===== src/seismic_sample_to_float_top_assert.svh =====
// Assertion macros for the sample converter
`ifndef SEISMIC_SAMPLE_TO_FLOAT_TOP_ASSERT_SVH
`define SEISMIC_SAMPLE_TO_FLOAT_TOP_ASSERT_SVH

// Check that a condition implies a consequence on the same edge
`define SSF_ASSERT_IMPL(label, clk, rst_n, cond, cons) \
    label: assert property (@(posedge clk) disable iff (!rst_n) (cond) |-> (cons)) \
        else $error("assertion failed");

// Check that a condition implies a consequence on the following edge
`define SSF_ASSERT_NEXT(label, clk, rst_n, cond, cons) \
    label: assert property (@(posedge clk) disable iff (!rst_n) (cond) |=> (cons)) \
        else $error("assertion failed");

`endif


===== src/ssf_pkg.sv =====
package ssf_pkg;
    localparam logic [3:0] FMT_IBM   = 4'd1;
    localparam logic [3:0] FMT_INT32 = 4'd2;
    localparam logic [3:0] FMT_INT16 = 4'd3;
    localparam logic [3:0] FMT_IEEE  = 4'd5;
    localparam logic [3:0] FMT_INT8  = 4'd8;
    localparam logic [3:0] FMT_RESET = FMT_IBM;

    localparam logic CFG_FORMAT = 1'b0;
    localparam logic CFG_RAW    = 1'b1;

    // Front-end result: sign, magnitude and binary scale for the packer
    typedef struct packed {
        logic              sign;
        logic [31:0]       mag;
        logic signed [9:0] scale;
        logic              pass;
        logic [31:0]       pass_word;
        logic              err;
    } t_pre;
endpackage


===== src/ssf_decode.sv =====
module ssf_decode (
    input  logic [3:0]   i_format,
    input  logic         i_raw,
    input  logic [31:0]  i_word,
    output ssf_pkg::t_pre o_pre
);
    logic [31:0] v_neg32;
    logic [15:0] v_neg16;
    logic [7:0]  v_neg8;

    assign v_neg32 = 32'd0 - i_word;
    assign v_neg16 = 16'd0 - i_word[15:0];
    assign v_neg8  = 8'd0 - i_word[7:0];

    // Split the sample into sign, magnitude and scale per format
    always_comb begin
        o_pre = '0;
        case (i_format)
            ssf_pkg::FMT_IBM: begin
                o_pre.sign  = i_word[31];
                o_pre.mag   = {8'd0, i_word[23:0]};
                o_pre.scale = $signed({3'd0, i_word[30:24]}) * 10'sd4 - 10'sd280;
            end
            ssf_pkg::FMT_INT32: begin
                o_pre.sign      = i_word[31];
                o_pre.mag       = i_word[31] ? v_neg32 : i_word;
                o_pre.pass      = i_raw;
                o_pre.pass_word = i_word;
            end
            ssf_pkg::FMT_INT16: begin
                o_pre.sign      = i_word[15];
                o_pre.mag       = {16'd0, i_word[15] ? v_neg16 : i_word[15:0]};
                o_pre.pass      = i_raw;
                o_pre.pass_word = {16'd0, i_word[15:0]};
            end
            ssf_pkg::FMT_IEEE: begin
                o_pre.pass      = 1'b1;
                o_pre.pass_word = i_word;
            end
            ssf_pkg::FMT_INT8: begin
                o_pre.sign      = i_word[7];
                o_pre.mag       = {24'd0, i_word[7] ? v_neg8 : i_word[7:0]};
                o_pre.pass      = i_raw;
                o_pre.pass_word = {24'd0, i_word[7:0]};
            end
            default: begin
                o_pre.err  = 1'b1;
                o_pre.pass = 1'b1;
            end
        endcase
    end
endmodule


===== src/ssf_pack.sv =====
module ssf_pack (
    input  ssf_pkg::t_pre i_pre,
    output logic [31:0]   o_word
);
    logic [4:0]         v_p;
    logic [31:0]        v_norm;
    logic signed [10:0] v_e;
    logic signed [10:0] v_sh;
    logic [5:0]         v_drop;
    logic [63:0]        v_ext;
    logic [31:0]        v_sig;
    logic               v_g;
    logic               v_st;
    logic [24:0]        v_rnd;
    logic [7:0]         v_eb;
    logic [31:0]        v_res;

    // Find the leading one
    always_comb begin
        v_p = 5'd0;
        for (int i = 0; i < 32; i++) begin
            if (i_pre.mag[i]) begin
                v_p = 5'(i);
            end
        end
    end

    // Align to a 24-bit significand, grading the dropped bits
    always_comb begin
        v_norm = i_pre.mag << (5'd31 - v_p);
        v_e    = 11'(i_pre.scale) + 11'($signed({6'd0, v_p}));
        v_sh   = (v_e < -11'sd126) ? (-11'sd126 - v_e) : 11'sd0;
        v_drop = (v_sh > 11'sd40) ? 6'd40 : 6'(v_sh);
        v_ext  = {v_norm, 32'd0} >> v_drop;
        v_sig  = v_ext[63:32];
        v_g    = v_sig[7];
        v_st   = (v_sig[6:0] != 7'd0) || (v_ext[31:0] != 32'd0);
        v_rnd  = {1'b0, v_sig[31:8]} + 25'(v_g && (v_st || v_sig[8]));
        v_eb   = (v_sh != 11'sd0) ? 8'd0 : 8'(v_e + 11'sd126);
        v_res  = ({1'b0, v_eb, 23'd0}) + {7'd0, v_rnd};
        if (i_pre.pass) begin
            o_word = i_pre.err ? 32'd0 : i_pre.pass_word;
        end else if (i_pre.mag == 32'd0) begin
            o_word = {i_pre.sign, 31'd0};
        end else if (v_e > 11'sd127) begin
            o_word = {i_pre.sign, 8'hff, 23'd0};
        end else begin
            o_word = {i_pre.sign, v_res[30:0]};
        end
    end
endmodule


===== src/seismic_sample_to_float_top.sv =====
// Converts one trace sample per cycle (unless the output side stalls) to an IEEE single
// (IBM hex float, int32/16/8) or passes it through (IEEE format, raw integer mode). The
// item passes an input register, one pass of decode and rounding logic, and a result
// register that is refilled in the cycle it is taken, so a new item can be accepted
// every cycle while the output is not stalled. Unsupported format codes give zero with
// o_format_error set. Write configuration only while no item is in flight.
`include "seismic_sample_to_float_top_assert.svh"
module seismic_sample_to_float_top (
    input  logic        i_clk,
    input  logic        i_rst_n,
    input  logic        i_valid,
    output logic        o_stall,
    input  logic [31:0] i_sample_word,
    output logic        o_valid,
    input  logic        i_stall,
    output logic [31:0] o_result_word,
    output logic        o_format_error,
    input  logic        i_cfg_valid,
    output logic        o_cfg_ready,
    input  logic [0:0]  i_cfg_index,
    input  logic [31:0] i_cfg_data
);
    logic [3:0]  r_format;
    logic        r_raw;
    logic        r_in_valid;
    logic [31:0] r_in_word;
    logic        r_out_valid;
    logic [31:0] r_out_word;
    logic        r_out_err;
    logic        v_adv;
    logic        v_in_take;
    ssf_pkg::t_pre v_pre;
    logic [31:0] v_word;

    assign o_cfg_ready    = 1'b1;
    assign v_adv          = !r_out_valid || !i_stall;
    assign o_stall        = r_in_valid && !v_adv;
    assign v_in_take      = i_valid && !o_stall;
    assign o_valid        = r_out_valid;
    assign o_result_word  = r_out_word;
    assign o_format_error = r_out_err;

    // Hold configuration
    always_ff @(posedge i_clk) begin
        if (!i_rst_n) begin
            r_format <= ssf_pkg::FMT_RESET;
            r_raw    <= 1'b0;
        end else if (i_cfg_valid) begin
            if (i_cfg_index[0] == ssf_pkg::CFG_FORMAT) r_format <= i_cfg_data[3:0];
            else r_raw <= i_cfg_data[0];
        end
    end

    ssf_decode u_dec (.i_format(r_format), .i_raw(r_raw), .i_word(r_in_word), .o_pre(v_pre));
    ssf_pack u_pack (.i_pre(v_pre), .o_word(v_word));

    // Advance the two-register pipeline
    always_ff @(posedge i_clk) begin
        if (!i_rst_n) begin
            r_in_valid  <= 1'b0;
            r_out_valid <= 1'b0;
        end else begin
            if (v_adv) begin
                r_out_valid <= r_in_valid;
            end
            if (v_adv || !r_in_valid) begin
                r_in_valid <= v_in_take;
            end
        end
    end

    always_ff @(posedge i_clk) begin
        if (v_in_take) r_in_word <= i_sample_word;
        if (v_adv && r_in_valid) begin
            r_out_word <= v_word;
            r_out_err  <= v_pre.err;
        end
    end

    `SSF_ASSERT_IMPL(a_err_zero, i_clk, i_rst_n, r_out_valid && r_out_err, r_out_word == 32'd0)
    `SSF_ASSERT_NEXT(a_hold, i_clk, i_rst_n, r_out_valid && i_stall, r_out_valid && $stable(r_out_word))
    `SSF_ASSERT_IMPL(a_stall, i_clk, i_rst_n, o_stall, r_in_valid && r_out_valid)
endmodule


===== config.mk =====
export PLATFORM = sky130hd
export DESIGN_NAME = seismic_sample_to_float_top
export DESIGN_NICKNAME = d
export VERILOG_FILES = /design/src/ssf_pkg.sv /design/src/ssf_decode.sv /design/src/ssf_pack.sv /design/src/seismic_sample_to_float_top.sv
export VERILOG_INCLUDE_DIRS = /design/src /design/src/src
export SDC_FILE = /design/constraint.sdc
export NUM_CORES = 1
export LEC_CHECK = 0
export BUFFER_PORTS_ARGS = -buffer_cell sky130_fd_sc_hd__buf_2
export CORE_MARGIN = 8
export CORE_UTILIZATION = 56
export DETAILED_ROUTE_END_ITERATION = 16
export PLACE_DENSITY = 0.82
export SLEW_MARGIN = 20
export SYNTH_ARGS = -nofsm -noshare
export SYNTH_HDL_FRONTEND = slang
export SYNTH_SLANG_ARGS = --single-unit

===== constraint.sdc =====
create_clock -name i_clk -period 9.21 [get_ports i_clk]
set_input_delay 0.921 -clock i_clk [delete_from_list [all_inputs] [get_ports i_clk]]
set_output_delay 0.921 -clock i_clk [all_outputs]
set_load 0.02 [all_outputs]

==> summary.md <==
| Metric | Value |
|---|---|
| Tmin final | `8941 ps` |
| Largest net degree at the start of global routing | `41` |
| H-Tree Depth | `3` |
| Hold Crit Class | `flip-flop to flip-flop` |
| Hold path cells | `2` |
| Via Count | `14130` |
| Worst endpoint data arrival time | `9040 ps` |
| Cells after Synth | `1473` |
| R2R Path End | `o_result_word[13]` |
| Nets | `1792` |
| Router iterations before antenna repair | `8` |
| Worst path max stage delay | `570 ps` |
| CP top delay family | `simple AND/OR/NAND/NOR gates` |
| ANT cells | `0` |
| Clock transition at path regs | `70 ps` |
| All-Layer GR Usage | `0.3812` |
| Final Cycle Share | `0.9707` |
| Vias in the first global route | `12910` |
| Reg2reg path depth | `32` |
| FF-to-FF setup slack | `270 ps` |
| Primary FF master, synth | `edfxtp_1` |
| CTS tree | `yes` |
| Share of cells above drive strength 1 | `0.2532` |
| Final setup vio count | `0` |
| Seq cells post-synth | `72` |
| MaxCap Viol Count | `0` |
| Final RePlAce weighted congestion | `1.118` |
| Critical-path top delay cell | `or4_4` |
| P&R area growth vs syn | `24.87%` |
| Slew of the pin with the lowest slew margin | `1064 ps` |
| 1st-iter DRT viols | `2115` |
| Syn Nets | `1560` |
| Hold wc startpoint | `r_in_valid` |
| Slew margin rel. | `0.2867` |
| Mean Syn Cell Area | `7.291 sq um` |
| Vias per cell | `7.266` |
| Row count | `50` |
| CORE AREA | `18770 sq um` |
| Pwr Density | `199.1 nW/um^2` |
| I/O Buffers | `76` |
| IO Pins | `106` |
| Post-synthesis sequential area ratio | `0.1948` |
| Effective utilization at floorplan | `0.5723` |
| GRT overflow | `0` |
| Most common cell after layout, fill and taps aside | `buf_4` |
| Worst r2r src | `r_in_word[7]` |
| Synth cell types | `105` |
| Most frequent cells in the layout | `buf_4, nand2_1, nor2_1, a21oi_1, buf_2` |
| Critical path required time | `9310 ps` |
| Overall Power | `2670 uW` |
| Leak Pwr | `0.005275 uW` |
| Antenna viol nets, final | `0` |
| Die area | `23870 sq um` |
| Max Clock Skew | `10.11 ps` |
| TritonCTS Buffers | `9` |
| Hold EP | `o_valid` |
| Critical path type | `flip-flop to flip-flop` |
| Startpoint types | `flip-flop` |
| First-pass GRT wire length | `72240 microns` |
| Crit end category | `flip-flop` |
| # hold bufs at CTS | `0` |
| Post-synth ARST share | `0` |
| Worst-path fanout max | `7` |
| Setup TNS Final | `0 ps` |
| Final Hold Fails | `0` |
| Initial antenna violation count | `0` |
| Wire per inst | `24.72 microns` |
| Max Transition Viols Final | `0` |
| Clock Sinks | `72` |
| Root buf cell | `clkbuf_16` |
| Fmax | `111.8 MHz` |
| Deepest clock path buffer count | `2` |
| WL final | `48050 microns` |
| Worst-skew pair later-pin latency | `350 ps` |
| Buf/Inv on CP | `4` |
| DP HPWL | `37300 microns` |
| Design Area, Final | `13410 sq um` |
| DR DRC count | `0` |
| DIE WIDTH | `154.5 microns` |
| Post-synth EDFFs | `65` |
| Mapped cell area | `10740 sq um` |
| Height of the die | `154.5 microns` |
| Status | `complete, no violations` |
| Worst vdd ir | `0.1112 mV` |
| Placed inst area | `12870 sq um` |
| Number of synthesis warnings | `0` |
-- worst min-delay path: cells and delay by family (launching register included) --
kind               cells  cell delay, ps
AOI/OAI and AO/OA      1              50
DFF                    1             350
and+or+nand+nor        1              90
-- cell usage after synthesis, drive strengths merged (12+ instances only) --
cell / count / area, sq um
and3: 18 / 117.6
edfxtp: 65 / 1952
nor3: 67 / 340.3
o211ai: 33 / 247.7
mux2: 12 / 135.1
a21boi: 12 / 90.08
clkbuf: 60 / 225.2
and2: 26 / 162.7
o221ai: 12 / 105.1
o22ai: 44 / 275.3
a221oi: 15 / 143.9
nor4: 27 / 187.7
xor2: 21 / 183.9
mux2i: 27 / 277.8
nand4: 20 / 125.1
nand3: 67 / 335.3
nand2b: 12 / 75.07
ha: 16 / 200.2
nor2: 143 / 536.8
nor2b: 15 / 93.84
or3: 21 / 136.4
o31ai: 13 / 111.4
inv: 27 / 101.4
a21oi: 103 / 526.8
o21ai: 66 / 330.3
nand2: 152 / 573.1
xnor2: 26 / 227.7
a211oi: 31 / 232.7
a22o: 22 / 192.7
or2: 19 / 121.4
buf: 31 / 163.9
or4: 17 / 135.1
a31oi: 25 / 162.6
a22oi: 15 / 122.6
a21o: 21 / 157.7
-- area by class of cell --
cell class	instances	area [sq um]
Clock buffer	9	225.2
Multi-Input combinational cell	1281	8443
Clock inverter	7	65.06
Fill cell	1560	5356
Tap cell	234	292.8
Sequential cell	72	2092
Timing Repair Buffer	312	2185
Inverter	29	108.9
-- through the flow --
stage          hold slack (ps)  cells  setup WS [ps]    util
3_3_place_gp             483.8   1927          266.1  0.6855
6_report                 523.7   1944          269.4  0.7146
3_5_place_dp             505.8   1927          41.65  0.6855
5_1_grt                  558.2   1944         -62.76  0.7146
2_1_floorplan            466.2   1473          25.55       -
4_1_cts                  521.1   1943          33.54  0.7011
-- worst max path at each step --
stage / start / endpoint / slack [ps] / cells after the start
floorplan: r_in_word[7] / o_result_word[13] / 30 / 37
global placement: r_in_word[16] / o_result_word[13] / 270 / 33
detailed placement: r_in_word[12] / o_result_word[21] / 40 / 33
CTS: r_in_word[11] / o_result_word[21] / 30 / 33
global route: r_in_word[16] / o_result_word[13] / -60 / 36
finish: r_in_word[7] / o_result_word[13] / 270 / 32
-- registers in the layout, indices dropped and copies added, names as in the netlist --
signal	count
o_result_word	32
r_in_word	32
r_format	4
o_format_error	1
o_valid	1
r_in_valid	1
r_raw	1
-- power by group --
| part | switching [uW] | leakage [uW] | total (uW) | internal, uW |
|---|---|---|---|---|
| registers | 17.4 | 0.000680 | 416 | 399 |
| clock network | 152 | 0.000132 | 340 | 187 |
| logic | 1180 | 0.00446 | 1910 | 735 |
-- what timing repair did --
action                     CTS  global route
pin swaps                    0             7
gates cloned                 0             0
buffers inserted             0             1
resized for setup            1            49
setup endpoints to repair    1            26
-- cell families after synthesis --
logic type,Yosys count,synth area share
flip-flops,72,0.1948
other,1,0.0003492
multiplexers,39,0.03844
buffers and inverters,120,0.04637
AND/OR/NAND/NOR,642,0.3042
adder cells (fa/ha/maj),17,0.02050
AO/OA/AOI/OAI,534,0.3548
XOR/XNOR,48,0.04054
-- layer usage --
layer / share of wire / vias to the layer above / wire, microns / GRT usage
li1: - / 6239 / - / -
met1: 0.37 / 6443 / 17800 / 0.4799
met2: 0.43 / 1175 / 20450 / 0.5895
met3: 0.14 / 268 / 6857 / 0.1053
met4: 0.061 / 0 / 2944 / 0.1909
met5: 0 / - / 0 / 0
Note: power is estimated with default switching activity, not from simulation.
